File: config.mk
export PLATFORM = sky130hd
export DESIGN_NAME = hysteresis_threshold_rule
export DESIGN_NICKNAME = d
export VERILOG_FILES = /design/src/rtl/hts_pkg.sv /design/src/rtl/hts_cfg.sv /design/src/rtl/hts_core.sv /design/src/rtl/hysteresis_threshold_rule.sv
export SDC_FILE = /design/constraint.sdc
export NUM_CORES = 1
export LEC_CHECK = 0
export BUFFER_PORTS_ARGS = -buffer_cell sky130_fd_sc_hd__buf_2
export CAP_MARGIN = 10
export CORE_ASPECT_RATIO = 0.9
export CORE_MARGIN = 2
export CORE_UTILIZATION = 45
export CTS_CLUSTER_SIZE = 28
export DETAILED_ROUTE_END_ITERATION = 8
export HOLD_SLACK_MARGIN = 0.12
export SYNTH_ARGS = -nofsm -noshare
export SYNTH_HDL_FRONTEND = slang
export SYNTH_SLANG_ARGS = --single-unit
File: constraint.sdc
create_clock -name clk -period 7.4 [get_ports clk]
set_input_delay 0 -clock clk [delete_from_list [all_inputs] [get_ports clk]]
set_output_delay 0 -clock clk [all_outputs]
set_load 0.03 [all_outputs]
File: src/rtl/hts_pkg.sv
package hts_pkg;

  localparam int unsigned InW     = 56;
  localparam int unsigned OutW    = 24;
  localparam int unsigned CfgIdxW = 3;
  localparam int unsigned CfgW    = 32;
  localparam int unsigned GapW    = 26;

  localparam logic [9:0] MsPerSecond = 10'd1000;

  localparam logic [CfgIdxW-1:0] RegRuleEnabled  = 3'd0;
  localparam logic [CfgIdxW-1:0] RegOnLevel      = 3'd1;
  localparam logic [CfgIdxW-1:0] RegOffLevel     = 3'd2;
  localparam logic [CfgIdxW-1:0] RegMinGapSec    = 3'd3;
  localparam logic [CfgIdxW-1:0] RegGraceMs      = 3'd4;
  localparam logic [CfgIdxW-1:0] RegTargetId     = 3'd5;
  localparam logic [CfgIdxW-1:0] RegRulePriority = 3'd6;

  typedef struct packed {
    logic               rule_enabled;
    logic signed [15:0] on_level;
    logic signed [15:0] off_level;
    logic [GapW-1:0]    min_gap_ms;
    logic [31:0]        grace_ms;
    logic [7:0]         target_id;
    logic [7:0]         rule_priority;
  } cfg_t;

  typedef struct packed {
    logic               sample_usable;
    logic signed [15:0] sample_value;
    logic [31:0]        now_ms;
  } sample_t;

  typedef struct packed {
    logic       applies;
    logic       drive_on;
    logic [7:0] verdict_target;
    logic [7:0] verdict_priority;
    logic       fault_shutoff;
  } verdict_t;

endpackage

File: src/rtl/hts_cfg.sv
module hts_cfg
  import hts_pkg::*;
(
  input  logic               clk,
  input  logic               rst,
  input  logic               cfg_we,
  input  logic [CfgIdxW-1:0] cfg_index,
  input  logic [CfgW-1:0]    cfg_data,
  output cfg_t               cfg
);

  logic [GapW-1:0] gap_product;

  // seconds to milliseconds, done once at the write
  assign gap_product = {10'd0, cfg_data[15:0]} * {16'd0, MsPerSecond};

  always_ff @(posedge clk) begin
    if (rst) begin
      cfg <= '0;
    end else if (cfg_we) begin
      case (cfg_index)
        RegRuleEnabled:  cfg.rule_enabled  <= cfg_data[0];
        RegOnLevel:      cfg.on_level      <= signed'(cfg_data[15:0]);
        RegOffLevel:     cfg.off_level     <= signed'(cfg_data[15:0]);
        RegMinGapSec:    cfg.min_gap_ms    <= gap_product;
        RegGraceMs:      cfg.grace_ms      <= cfg_data;
        RegTargetId:     cfg.target_id     <= cfg_data[7:0];
        RegRulePriority: cfg.rule_priority <= cfg_data[7:0];
        default: begin
        end
      endcase
    end
  end

endmodule

File: src/rtl/hts_core.sv
module hts_core
  import hts_pkg::*;
(
  input  logic     clk,
  input  logic     rst,
  input  cfg_t     cfg,
  input  sample_t  smp,
  input  logic     fire,
  output verdict_t vd
);

  logic        active;
  logic        has_triggered;
  logic [31:0] last_change_ms;
  logic        suspect;
  logic [31:0] suspect_start_ms;

  logic        active_next;
  logic        has_triggered_next;
  logic [31:0] last_change_ms_next;
  logic        suspect_next;
  logic [31:0] suspect_start_ms_next;

  logic [31:0] start_ms;
  logic [31:0] bad_age;
  logic [31:0] change_age;
  logic        grace_up;
  logic        gap_ok;
  logic        want;
  logic        app;
  logic        on;
  logic        fault;

  assign start_ms   = suspect ? suspect_start_ms : smp.now_ms;
  assign bad_age    = smp.now_ms - start_ms;
  assign grace_up   = bad_age >= cfg.grace_ms;
  assign change_age = smp.now_ms - last_change_ms;
  assign gap_ok     = (cfg.min_gap_ms == '0) || !has_triggered ||
                      (change_age >= {6'd0, cfg.min_gap_ms});

  always_comb begin
    want = active;
    if (cfg.on_level < cfg.off_level) begin
      if (smp.sample_value <= cfg.on_level) begin
        want = 1'b1;
      end else if (smp.sample_value >= cfg.off_level) begin
        want = 1'b0;
      end
    end else begin
      if (smp.sample_value >= cfg.on_level) begin
        want = 1'b1;
      end else if (smp.sample_value <= cfg.off_level) begin
        want = 1'b0;
      end
    end
  end

  always_comb begin
    active_next           = active;
    has_triggered_next    = has_triggered;
    last_change_ms_next   = last_change_ms;
    suspect_next          = suspect;
    suspect_start_ms_next = suspect_start_ms;
    app   = 1'b0;
    on    = 1'b0;
    fault = 1'b0;
    if (cfg.rule_enabled) begin
      if (!smp.sample_usable) begin
        suspect_next          = 1'b1;
        suspect_start_ms_next = start_ms;
        if (!grace_up) begin
          // hold during grace
          app = active;
          on  = 1'b1;
        end else begin
          app = 1'b1;
          if (active) begin
            active_next         = 1'b0;
            last_change_ms_next = smp.now_ms;
            has_triggered_next  = 1'b1;
            fault               = 1'b1;
          end
        end
      end else begin
        suspect_next = 1'b0;
        app          = 1'b1;
        on           = want;
        if (want != active) begin
          if (gap_ok) begin
            active_next         = want;
            last_change_ms_next = smp.now_ms;
            has_triggered_next  = 1'b1;
          end else begin
            on = active;
          end
        end
      end
    end
  end

  always_ff @(posedge clk) begin
    if (rst) begin
      active           <= 1'b0;
      has_triggered    <= 1'b0;
      last_change_ms   <= '0;
      suspect          <= 1'b0;
      suspect_start_ms <= '0;
    end else if (fire) begin
      active           <= active_next;
      has_triggered    <= has_triggered_next;
      last_change_ms   <= last_change_ms_next;
      suspect          <= suspect_next;
      suspect_start_ms <= suspect_start_ms_next;
    end
  end

  assign vd.applies          = app;
  assign vd.drive_on         = app & on;
  assign vd.verdict_target   = app ? cfg.target_id : 8'd0;
  assign vd.verdict_priority = app ? cfg.rule_priority : 8'd0;
  assign vd.fault_shutoff    = app & fault;

endmodule

File: src/rtl/hysteresis_threshold_rule.sv
// channel  dir  handshake                    payload
// s_axis   in   s_axis_tvalid/s_axis_tready  sample_usable, sample_value, now_ms
// m_axis   out  m_axis_tvalid/m_axis_tready  applies, drive_on, target, priority, fault
// cfg      in   cfg_we                       cfg_index, cfg_data
//
// one beat per cycle sustained while m_axis is not stalled; a result passes from its
// input beat via the input register, then decision logic into the result register
// rst is synchronous: clears config, rule state and both valid flags
// a stalled m_axis holds the result register; the input register fills and
// s_axis_tready drops only when both are full
module hysteresis_threshold_rule
  import hts_pkg::*;
(
  input  logic               clk,
  input  logic               rst,
  input  logic               s_axis_tvalid,
  output logic               s_axis_tready,
  // sample_usable, sample_value, now_ms, zero fill
  input  logic [InW-1:0]     s_axis_tdata,
  output logic               m_axis_tvalid,
  input  logic               m_axis_tready,
  // applies, drive_on, verdict_target, verdict_priority, fault_shutoff, zero fill
  output logic [OutW-1:0]    m_axis_tdata,
  input  logic               cfg_we,
  input  logic [CfgIdxW-1:0] cfg_index,
  input  logic [CfgW-1:0]    cfg_data
);

  cfg_t     cfg;
  sample_t  smp;
  verdict_t vd;
  verdict_t res;
  logic     smp_valid;
  logic     fire;

  hts_cfg u_cfg (
    .clk       (clk),
    .rst       (rst),
    .cfg_we    (cfg_we),
    .cfg_index (cfg_index),
    .cfg_data  (cfg_data),
    .cfg       (cfg)
  );

  hts_core u_core (
    .clk  (clk),
    .rst  (rst),
    .cfg  (cfg),
    .smp  (smp),
    .fire (fire),
    .vd   (vd)
  );

  assign fire          = smp_valid && (!m_axis_tvalid || m_axis_tready);
  assign s_axis_tready = !smp_valid || fire;

  always_ff @(posedge clk) begin
    if (rst) begin
      smp_valid <= 1'b0;
    end else if (s_axis_tready) begin
      smp_valid <= s_axis_tvalid;
    end
  end

  always_ff @(posedge clk) begin
    if (s_axis_tready && s_axis_tvalid) begin
      smp.sample_usable <= s_axis_tdata[0];
      smp.sample_value  <= signed'(s_axis_tdata[16:1]);
      smp.now_ms        <= s_axis_tdata[48:17];
    end
  end

  always_ff @(posedge clk) begin
    if (rst) begin
      m_axis_tvalid <= 1'b0;
    end else if (!m_axis_tvalid || m_axis_tready) begin
      m_axis_tvalid <= smp_valid;
    end
  end

  always_ff @(posedge clk) begin
    if (fire) begin
      res <= vd;
    end
  end

  assign m_axis_tdata = {5'd0, res.fault_shutoff, res.verdict_priority,
                         res.verdict_target, res.drive_on, res.applies};

endmodule

==> results of run 1 <==
[final timing paths]
kind | start | to | slack [ps] | cells after the start
max reg2reg | smp[0] | m_axis_tdata[3] | 1000 | 25
min | s_axis_tdata[48] | smp[31] | 160 | 2
max | smp[0] | m_axis_tdata[3] | 1000 | 25
min reg2reg | u_cfg.cfg[6] | u_cfg.cfg[6] | 450 | 2
[cell type report]
class                           count  area (um^2)  share of cell area
Antenna cell                        1        2.502           0.0001191
Clock buffer                       41        840.8             0.04001
Clock inverter                     13        190.2            0.009051
Inverter                          158        593.1             0.02822
Multi-Input combinational cell   1446        10900              0.5189
Sequential cell                   241         5507              0.2621
Tap cell                          490        613.1             0.02918
Timing Repair Buffer              291         2364              0.1125
[metal layers]
layer,vias to the layer above,part of all wire
met5,-,0
met4,0,0.028
met3,77,0.042
met2,233,0.48
met1,6838,0.45
li1,7175,-
[registers in the layout, summed over array words and instances, names as in the netlist]
name / cells
u_core.suspect: 1
smp_valid: 1
m_axis_tvalid: 1
u_core.active: 1
u_core.suspect_start_ms: 32
u_cfg.cfg: 104
u_core.has_triggered: 1
u_core.last_change_ms: 32
smp: 49
m_axis_tdata: 19
[Yosys cell counts (all sizes together) (23+ instances only)]
cell type / n / area share
a211oi: 45 / 0.020
a21o: 51 / 0.022
a21oi: 188 / 0.055
clkbuf: 51 / 0.011
dfxtp: 173 / 0.20
edfxtp: 68 / 0.12
fa: 56 / 0.065
ha: 218 / 0.16
inv: 158 / 0.034
mux2i: 68 / 0.039
nand2: 240 / 0.052
nand2b: 38 / 0.014
nand3: 30 / 0.0087
nor2: 101 / 0.022
nor3: 24 / 0.0070
o21ai: 53 / 0.015
or2b: 41 / 0.018
xnor2: 43 / 0.022
xor2: 23 / 0.012
[power by group]
| group | total (mW) | switching, mW | leakage (nW) | internal, mW |
|---|---|---|---|---|
| sequential | 1.45 | 0.0443 | 2.05 | 1.40 |
| clock | 1.53 | 0.600 | 0.498 | 0.932 |
| combinational | 1.61 | 0.877 | 5.59 | 0.737 |
| total | 4.59 | 1.52 | 8.13 | 3.07 |
[stage by stage]
| step | util | instance area [um^2] | setup WS, ps | hold slack [ps] | total power [mW] |
|---|---|---|---|---|---|
| after floorplan | - | 17290 | 1794 | 98.87 | 2.658 |
| after global placement | 0.4787 | 18250 | 1126 | 176.2 | 3.005 |
| after detailed placement | 0.4787 | 18250 | 996.8 | 178.1 | 3.032 |
| after CTS | 0.5512 | 21010 | 960.4 | 125.1 | 4.648 |
| after global routing | 0.5513 | 21010 | 405.7 | 163.5 | 4.920 |
| final | 0.5513 | 21010 | 996.9 | 158.7 | 4.594 |
[kinds of logic (layout without fill, tap and decap cells)]
family                   after synthesis  after routing  synth area share
AO/OA/AOI/OAI                        445            445            0.1671
XOR/XNOR                              66             66           0.03389
adder cells (fa/ha/maj)              274            274            0.2227
buffers and inverters                223            503           0.05206
flip-flops                           241            241            0.3186
multiplexers                          68             68           0.03939
other                                  1              6         0.0002170
AND/OR/NAND/NOR                      588            588            0.1660
[what timing repair did]
item | 4_1_cts | 5_1_grt
resized for setup | 0 | 0
hold buffers | 173 | 0
setup endpoints to repair | 0 | 0
hold endpoints to repair | 182 | 0
[critical path, cell delays in order (launching register included)]
cell      delay [ps]
edfxtp_1         350
inv_1             80
o21ai_0          240
ha_1             230
inv_1             60
fa_1             400
a21o_1           180
a21oi_1          280
nand4b_1         200
nand3_1          140
a211oi_1         340
nor4b_1          150
o31ai_1          500
o31ai_1          110
a21oi_1          190
xnor2_1           90
ha_1             290
nand4_1           70
or2_2            290
nor3_1           290
nand3_1          130
nor3_1           320
nor4_2            90
buf_4            180
a21boi_1         810
and2_1           240
==> impl_metrics.env, run 1 <==
export IMPL_status="finished, final reports clean"
export IMPL_synth_enable_flop_cells=68
export IMPL_antenna_found_initial=1
export IMPL_layout_commonest_cell="nand2_1"
export IMPL_place_gp_congestion=0.8347
export IMPL_cp_arrival_ps=6840
export IMPL_vias_per_cell=5.342
export IMPL_cp_max_fo=17
export IMPL_setup_viol=0
export IMPL_gr_total_overflow=0
export IMPL_grt_pass1_vias=14360
export IMPL_ys_types=87
export IMPL_grt_max_degree=128
export IMPL_numCtsBuffers=29
export IMPL_hold_viol=0
export IMPL_p_leak_nw=8.135
export IMPL_finalNonFillerCells=2681
export IMPL_start_util=0.4533
export IMPL_syn_area_per_cell_um2=9.066
export IMPL_postCtsSetupBuffers=0
export IMPL_num_rows=68
export IMPL_max_freq_mhz=156.2
export IMPL_io_buffers=109
export IMPL_clockRootBuffer="clkbuf_16"
export IMPL_fin_nets=2537
export IMPL_gr_usage_all_layers=0.2251
export IMPL_die_h_um=189.9
export IMPL_ys_warn_count=0
export IMPL_crit_required_ps=7840
export IMPL_post_route_min_period_ps=6403
export IMPL_die_x_um=210.6
export IMPL_ir_drop_v=0.0001783
export IMPL_cts_tree="done"
export IMPL_die_area_mm2=0.03998
export IMPL_drt_iter0_markers=640
export IMPL_maxCapViolations=0
export IMPL_finClkSkew_ps=10.56
export IMPL_met3_usage=0.03400
export IMPL_cts_htree_levels=1
export IMPL_ios=122
export IMPL_fill_cells=3410
export IMPL_grt_pass1_wl_um=72260
export IMPL_drc=0
export IMPL_path_clk_slew_ps=60
export IMPL_clkLatencyLatePin_ps=580
export IMPL_vias=14320
export IMPL_tightestPinTransition_ps=1212
export IMPL_critPathKind="reg2reg"
export IMPL_rsz0062_at_grt="no"
export IMPL_ant_nets=0
export IMPL_syn_to_final_growth_pct=21.61
export IMPL_use_met2=0.3924
export IMPL_use_met1=0.2894
export IMPL_drive_above_1_share=0.09178
export IMPL_start_kind="flop"
export IMPL_drv_slew=0
export IMPL_dp_hpwl_um=31670
export IMPL_clock_sinks=241
export IMPL_top_usage_layer="met2"
export IMPL_synth_seq_area_share=0.3186
export IMPL_wl_per_cell_um=16.65
export IMPL_power_density_mw_per_mm2=218.7
export IMPL_postSynthCellCount=1906
export IMPL_placed_cells=2453
export IMPL_syn_area_mm2=0.01728
export IMPL_final_cell_mix="nand2_1, ha_1, a21oi_1, dlygate4sd3_1, dfxtp_1"
export IMPL_ys_flop_type="dfxtp_1"
export IMPL_synth_seq_cells=241
export IMPL_core_area_mm2=0.03812
export IMPL_wl_um=44630
export IMPL_endpoint_kind="flop"
export IMPL_clock_path_buffers=3
export IMPL_fin_crit_sh=0.8653
export IMPL_hold_path_class="in2reg"
export IMPL_finalSetupTns_ps=0
export IMPL_synthArstFlopShare=0
export IMPL_slew_headroom=0.1917
export IMPL_dr_pass1_iters=5
Power figures use the tool's default switching activity.
==> inputs of run 2 (changes only) <==
==> constraint.sdc (replaced) <==
create_clock -name clk -period 5.7 [get_ports clk]
set_input_delay 0 -clock clk [delete_from_list [all_inputs] [get_ports clk]]
set_output_delay 0 -clock clk [all_outputs]
set_load 0.03 [all_outputs]
==> run 2 against run 1 <==
Net effect: combinational power rose by 33%; maximum frequency rose by 16%; highest routed layer unchanged; sequential power up 30%; first-iteration DRC count up 21%.
==> impl_metrics.env, run 2 (synthesis results as in run 1) <==
export IMPL_fin_crit_sh=0.9648
export IMPL_grt_max_degree=134
export IMPL_crit_path_start="u_core.suspect"
export IMPL_insertedDiodeCount=0
export IMPL_final_area_mm2=0.02117
export IMPL_die_x_um=210.6
export IMPL_finalPower_mw=5.848
export IMPL_core_area_mm2=0.03812
export IMPL_drive_above_1_share=0.1202
export IMPL_tightestPinTransition_ps=1125
export IMPL_cp_slowest_cell="dfxtp_4"
export IMPL_cts_tree="done"
export IMPL_crit_required_ps=6200
export IMPL_ios=122
export IMPL_num_rows=68
export IMPL_clkLatencyLatePin_ps=580
export IMPL_vias=14430
export IMPL_finalSetupTns_ps=0
export IMPL_slew_headroom=0.2469
export IMPL_wl_per_cell_um=17.28
export IMPL_dr_pass1_iters=6
export IMPL_syn_to_final_growth_pct=22.54
export IMPL_wl_um=46420
export IMPL_place_gp_congestion=0.8466
export IMPL_reg_top3="u_cfg.cfg x104, smp x49"
export IMPL_setup_viol=0
export IMPL_crit_end="u_core.last_change_ms[6]"
export IMPL_grt_pass1_vias=14010
export IMPL_dp_hpwl_um=33000
export IMPL_fin_nets=2544
export IMPL_die_area_mm2=0.03998
export IMPL_critPathBufInv=6
export IMPL_post_route_min_period_ps=5499
export IMPL_placed_cells=2465
export IMPL_finClkSkew_ps=15.22
export IMPL_start_util=0.4533
export IMPL_hold_path_class="in2reg"
export IMPL_clockRootBuffer="clkbuf_16"
export IMPL_rsz0062_at_grt="yes"
export IMPL_placed_cell_area_mm2=0.01835
export IMPL_io_buffers=109
export IMPL_largest_reg_flops=104
export IMPL_drt_iter0_markers=776
export IMPL_fin_ws_ps=200.8
export IMPL_layout_commonest_cell="nand2_1"
export IMPL_antenna_found_initial=1
export IMPL_endpoint_kind="flop"
export IMPL_cts_htree_levels=1
export IMPL_cp_arrival_ps=6000
export IMPL_critPathKind="reg2reg"
export IMPL_die_h_um=189.9
export IMPL_clock_path_buffers=3
export IMPL_maxCapViolations=0
export IMPL_numCtsBuffers=29
export IMPL_ant_nets=0
export IMPL_path_clk_slew_ps=60
export IMPL_r2r_end="u_core.last_change_ms[6]"
export IMPL_drc=0
export IMPL_hold_ws_ps=149.8
export IMPL_clock_sinks=241
export IMPL_max_freq_mhz=181.8
export IMPL_ir_drop_v=0.0002327
export IMPL_r2r_setup_slack_ps=200
export IMPL_start_kind="flop"
export IMPL_power_density_mw_per_mm2=276.2
export IMPL_max_flop_register="u_cfg.cfg"
export IMPL_cp_max_fo=11
export IMPL_rr_worst_depth=26
export IMPL_gr_total_overflow=0
export IMPL_vias_per_cell=5.370
export IMPL_final_cell_mix="nand2_1, ha_1, a21oi_1, dfxtp_1, inv_1"
export IMPL_p_leak_nw=8.193
export IMPL_crit_family="compound AO/OA/AOI/OAI gates"
export IMPL_grt_pass1_wl_um=72550
export IMPL_r2r_start="u_core.suspect"
export IMPL_hold_viol=0
export IMPL_crit_cells=26
export IMPL_gr_usage_all_layers=0.2268
export IMPL_cp_common_cell="buf_4"
export IMPL_status="finished, final reports clean"
export IMPL_utilization=0.5555
export IMPL_finalNonFillerCells=2687
export IMPL_drv_slew=0
export IMPL_pre_cts_slack_ps=25.88
export IMPL_critPathMaxStageDelay_ps=430
run 2: area by class of cell:
type	instances	area, um^2
Timing Repair Buffer	298	2422
Multi-Input combinational cell	1446	11110
Fill cell	3400	16940
Sequential cell	241	5509
Tap cell	490	613.1
Clock buffer	38	769.5
Clock inverter	16	157.7
Inverter	158	593.1
run 2: worst min-delay path by stage:
stage,start,to,depth (start not counted)
after detailed placement,s_axis_tdata[45],smp[28],1
after floorplan,s_axis_tdata[17],smp[0],0
after global routing,s_axis_tdata[25],smp[8],2
final,s_axis_tdata[31],smp[14],2
after global placement,s_axis_tdata[39],smp[22],1
after CTS,s_axis_tdata[38],smp[21],2
run 2: timing repair:
item / in CTS / in global routing
pin swaps: 0 / 23
buffers inserted: 0 / 20
endpoints found under the hold margin: 164 / 0
gates cloned: 0 / 3
gates resized for setup: 1 / 51
setup endpoints to repair: 32 / 53
hold buffers: 145 / 0
run 2: report_power, final:
group	internal, mW	switching, mW
combinational	0.973	1.16
sequential	1.82	0.0576
clock	1.08	0.750
run 2: metal layers:
layer  GRT usage  vias to the layer above  part of all wire
li1            -                     7197                 -
met5           0                        -                 0
met2      0.3792                      259              0.47
met1      0.3084                     6902              0.46
met4     0.06311                        0             0.026
met3     0.02988                       70             0.040
==> inputs of run 3 (changes only) <==
--- a/config.mk
+++ b/config.mk
@@ -9,10 +9,11 @@
 export CAP_MARGIN = 10
 export CORE_ASPECT_RATIO = 0.9
 export CORE_MARGIN = 2
-export CORE_UTILIZATION = 45
+export CORE_UTILIZATION = 30
 export CTS_CLUSTER_SIZE = 28
 export DETAILED_ROUTE_END_ITERATION = 8
 export HOLD_SLACK_MARGIN = 0.12
+export RECOVER_POWER = 25
 export SYNTH_ARGS = -nofsm -noshare
 export SYNTH_HDL_FRONTEND = slang
 export SYNTH_SLANG_ARGS = --single-unit
==> run 3 against run 2 <==
Net effect: first-iteration DRC count fell by 9.8%; power rose by 1.4%; global-route usage fell by 7.3 points; clock-buffer cell count fell by 2; critical path depth fell by 3; design area rose by 1.4%; sequential cell count did not move; register-to-register slack got worse by 20 ps; via count fell by 0.44%; combinational power barely moved; critical endpoint is now u_core.last_change_ms[2]; largest cell class unchanged.
==> impl_metrics.env, run 3 (synthesis results as in run 1) <==
export IMPL_maxCapViolations=0
export IMPL_place_gp_congestion=0.8643
export IMPL_seq_power_share=0.317
export IMPL_start_kind="flop"
export IMPL_hold_path_class="in2reg"
export IMPL_finClkSkew_ps=21.90
export IMPL_drc=0
export IMPL_tightestPinTransition_ps=1448
export IMPL_power_density_mw_per_mm2=276.2
export IMPL_hold_ws_ps=138.1
export IMPL_clock_path_buffers=3
export IMPL_hold_start="s_axis_tdata[38]"
export IMPL_p_sw_mw=1.994
export IMPL_post_route_min_period_ps=5521
export IMPL_numCtsBuffers=29
export IMPL_clockRootBuffer="clkbuf_16"
export IMPL_die_h_um=231.7
export IMPL_clkLatencyLatePin_ps=580
export IMPL_fin_nets=2535
export IMPL_drv_slew=0
export IMPL_dr_pass1_iters=5
export IMPL_cp_max_fo=8
export IMPL_pre_cts_slack_ps=-63.18
export IMPL_crit_required_ps=6200
export IMPL_p_int_mw=3.938
export IMPL_grt_max_degree=108
export IMPL_ios=122
export IMPL_core_area_mm2=0.05701
export IMPL_cts_htree_levels=1
export IMPL_p_comb_frac=0.359
export IMPL_largest_reg_flops=104
export IMPL_netSwitchingFraction=0.3361
export IMPL_max_flop_register="u_cfg.cfg"
export IMPL_vias_per_cell=4.864
export IMPL_clock_sinks=241
export IMPL_hold_viol=0
export IMPL_wl_per_cell_um=15.88
export IMPL_gr_total_overflow=0
export IMPL_fin_crit_sh=0.9687
export IMPL_drive_above_1_share=0.1037
export IMPL_start_util=0.3031
export IMPL_cp_arrival_ps=6020
export IMPL_syn_to_final_growth_pct=24.29
export IMPL_whs_path_depth=2
export IMPL_final_cell_mix="nand2_1, ha_1, a21oi_1, dfxtp_1, inv_1"
export IMPL_layout_commonest_cell="nand2_1"
export IMPL_worstHoldEndpoint="smp[21]"
export IMPL_r2r_start="smp[1]"
export IMPL_r2r_setup_slack_ps=180
export IMPL_cts_tree="done"
export IMPL_insertedDiodeCount=0
export IMPL_r2r_end="u_core.last_change_ms[2]"
export IMPL_gr_usage_all_layers=0.1535
export IMPL_p_leak_nw=8.142
export IMPL_fin_ws_ps=178.6
export IMPL_dp_hpwl_um=34450
export IMPL_setup_viol=0
export IMPL_critPathKind="reg2reg"
export IMPL_finalSetupTns_ps=0
export IMPL_final_area_mm2=0.02148
export IMPL_rr_worst_depth=23
export IMPL_die_area_mm2=0.05954
export IMPL_vias=14360
export IMPL_io_buffers=109
export IMPL_num_rows=83
export IMPL_slew_headroom=0.03498
export IMPL_placed_cell_area_mm2=0.01870
export IMPL_reg_top3="u_cfg.cfg x104, smp x49"
export IMPL_path_clk_slew_ps=60
export IMPL_ant_nets=0
export IMPL_pwr_share_clk=0.324
export IMPL_endpoint_kind="flop"
export IMPL_die_x_um=257.0
export IMPL_grt_pass1_wl_um=74330
export IMPL_antenna_found_initial=0
export IMPL_grt_pass1_vias=14470
export IMPL_status="finished, final reports clean"
export IMPL_ir_drop_v=0.0002604
export IMPL_max_freq_mhz=181.1
export IMPL_drt_iter0_markers=700
export IMPL_wl_um=46880
run 3: changes by cell type in the layout (fill, tap and decap cells not counted), sizes merged:
cell         before  now
bufinv            3    4
clkinvlp          1    0
buf             150  110
inv             160  162
clkbuf           41   66
bufbuf            0    1
dlygate4sd3     145  148
run 3: metrics by stage:
step             util  power (mW)  cells
3_3_place_gp   0.3280       3.896   2741
5_1_grt        0.3767       6.349   2953
6_report       0.3767       5.932   2953
3_5_place_dp   0.3280       3.929   2741
2_1_floorplan       -       3.451   1910
4_1_cts        0.3727       5.964   2946
run 3: repair_timing:
action                                  in CTS  in global routing
cloned                                       2                  2
endpoints found under the hold margin      169                  0
hold buffers                               148                  0
pin swaps                                    1                 16
resized for setup                            4                 47
setup buffers                                1                  4
endpoints found under the setup margin      49                 53
run 3: power groups by stage:
| stage | Sequential [mW] | Combinational, mW | Clock (mW) |
|---|---|---|---|
| 6_report | 1.88 | 2.13 | 1.92 |
| 3_5_place_dp | 1.92 | 2.01 | 0 |
| 2_1_floorplan | 1.90 | 1.55 | 0 |
| 4_1_cts | 1.88 | 2.11 | 1.98 |
| 5_1_grt | 1.89 | 2.41 | 2.05 |
| 3_3_place_gp | 1.92 | 1.98 | 0 |
run 3: how the worst max path moves through the flow:
| stage | startpoint | endpoint | slack (ps) | cells after the start |
|---|---|---|---|---|
| finish | smp[1] | u_core.last_change_ms[2] | 180 | 23 |
| global route | smp[0] | u_core.last_change_ms[12] | -40 | 26 |
| CTS | smp[0] | u_core.last_change_ms[11] | 2 | 26 |
| detailed placement | smp[0] | u_core.last_change_ms[2] | -60 | 27 |
| global placement | smp[0] | u_core.last_change_ms[20] | 50 | 27 |
| floorplan | u_core.suspect | m_axis_tdata[15] | 90 | 25 |
run 3: final cells by class:
cell class | instances | area (um^2)
inverter | 158 | 593.1
multi-input combinational | 1446 | 11080
tap | 765 | 957.2
sequential | 241 | 5509
timing repair buffer | 289 | 2349
clock inverter | 18 | 214.0
fill | 5724 | 35540
clock buffer | 36 | 772.0
run 3: per-layer routing:
layer	vias to the layer above	global-route usage	wire length, um
met5	-	0	0
met4	0	0.04778	1374
met3	71	0.02034	1806
met2	243	0.2574	21600
met1	6865	0.2048	22110
li1	7185	-	-
run 3: critical path, cell delays in order, from the launching register on:
cell and delay, ps:
edfxtp_1 500, ha_1 330, nor2b_1 140, o31a_1 280
o41ai_2 330, o21bai_1 150, a21oi_1 260, o221ai_1 180
a21oi_2 250, o21a_1 150, o21ai_0 90, xor2_1 180
ha_1 310, nand4_1 100, or2_2 310, or3_1 370
a41o_1 190, o2111a_1 150, nand4_4 140, o311ai_4 130
a311oi_4 310, buf_6 200, clkbuf_16 200, mux2i_1 190
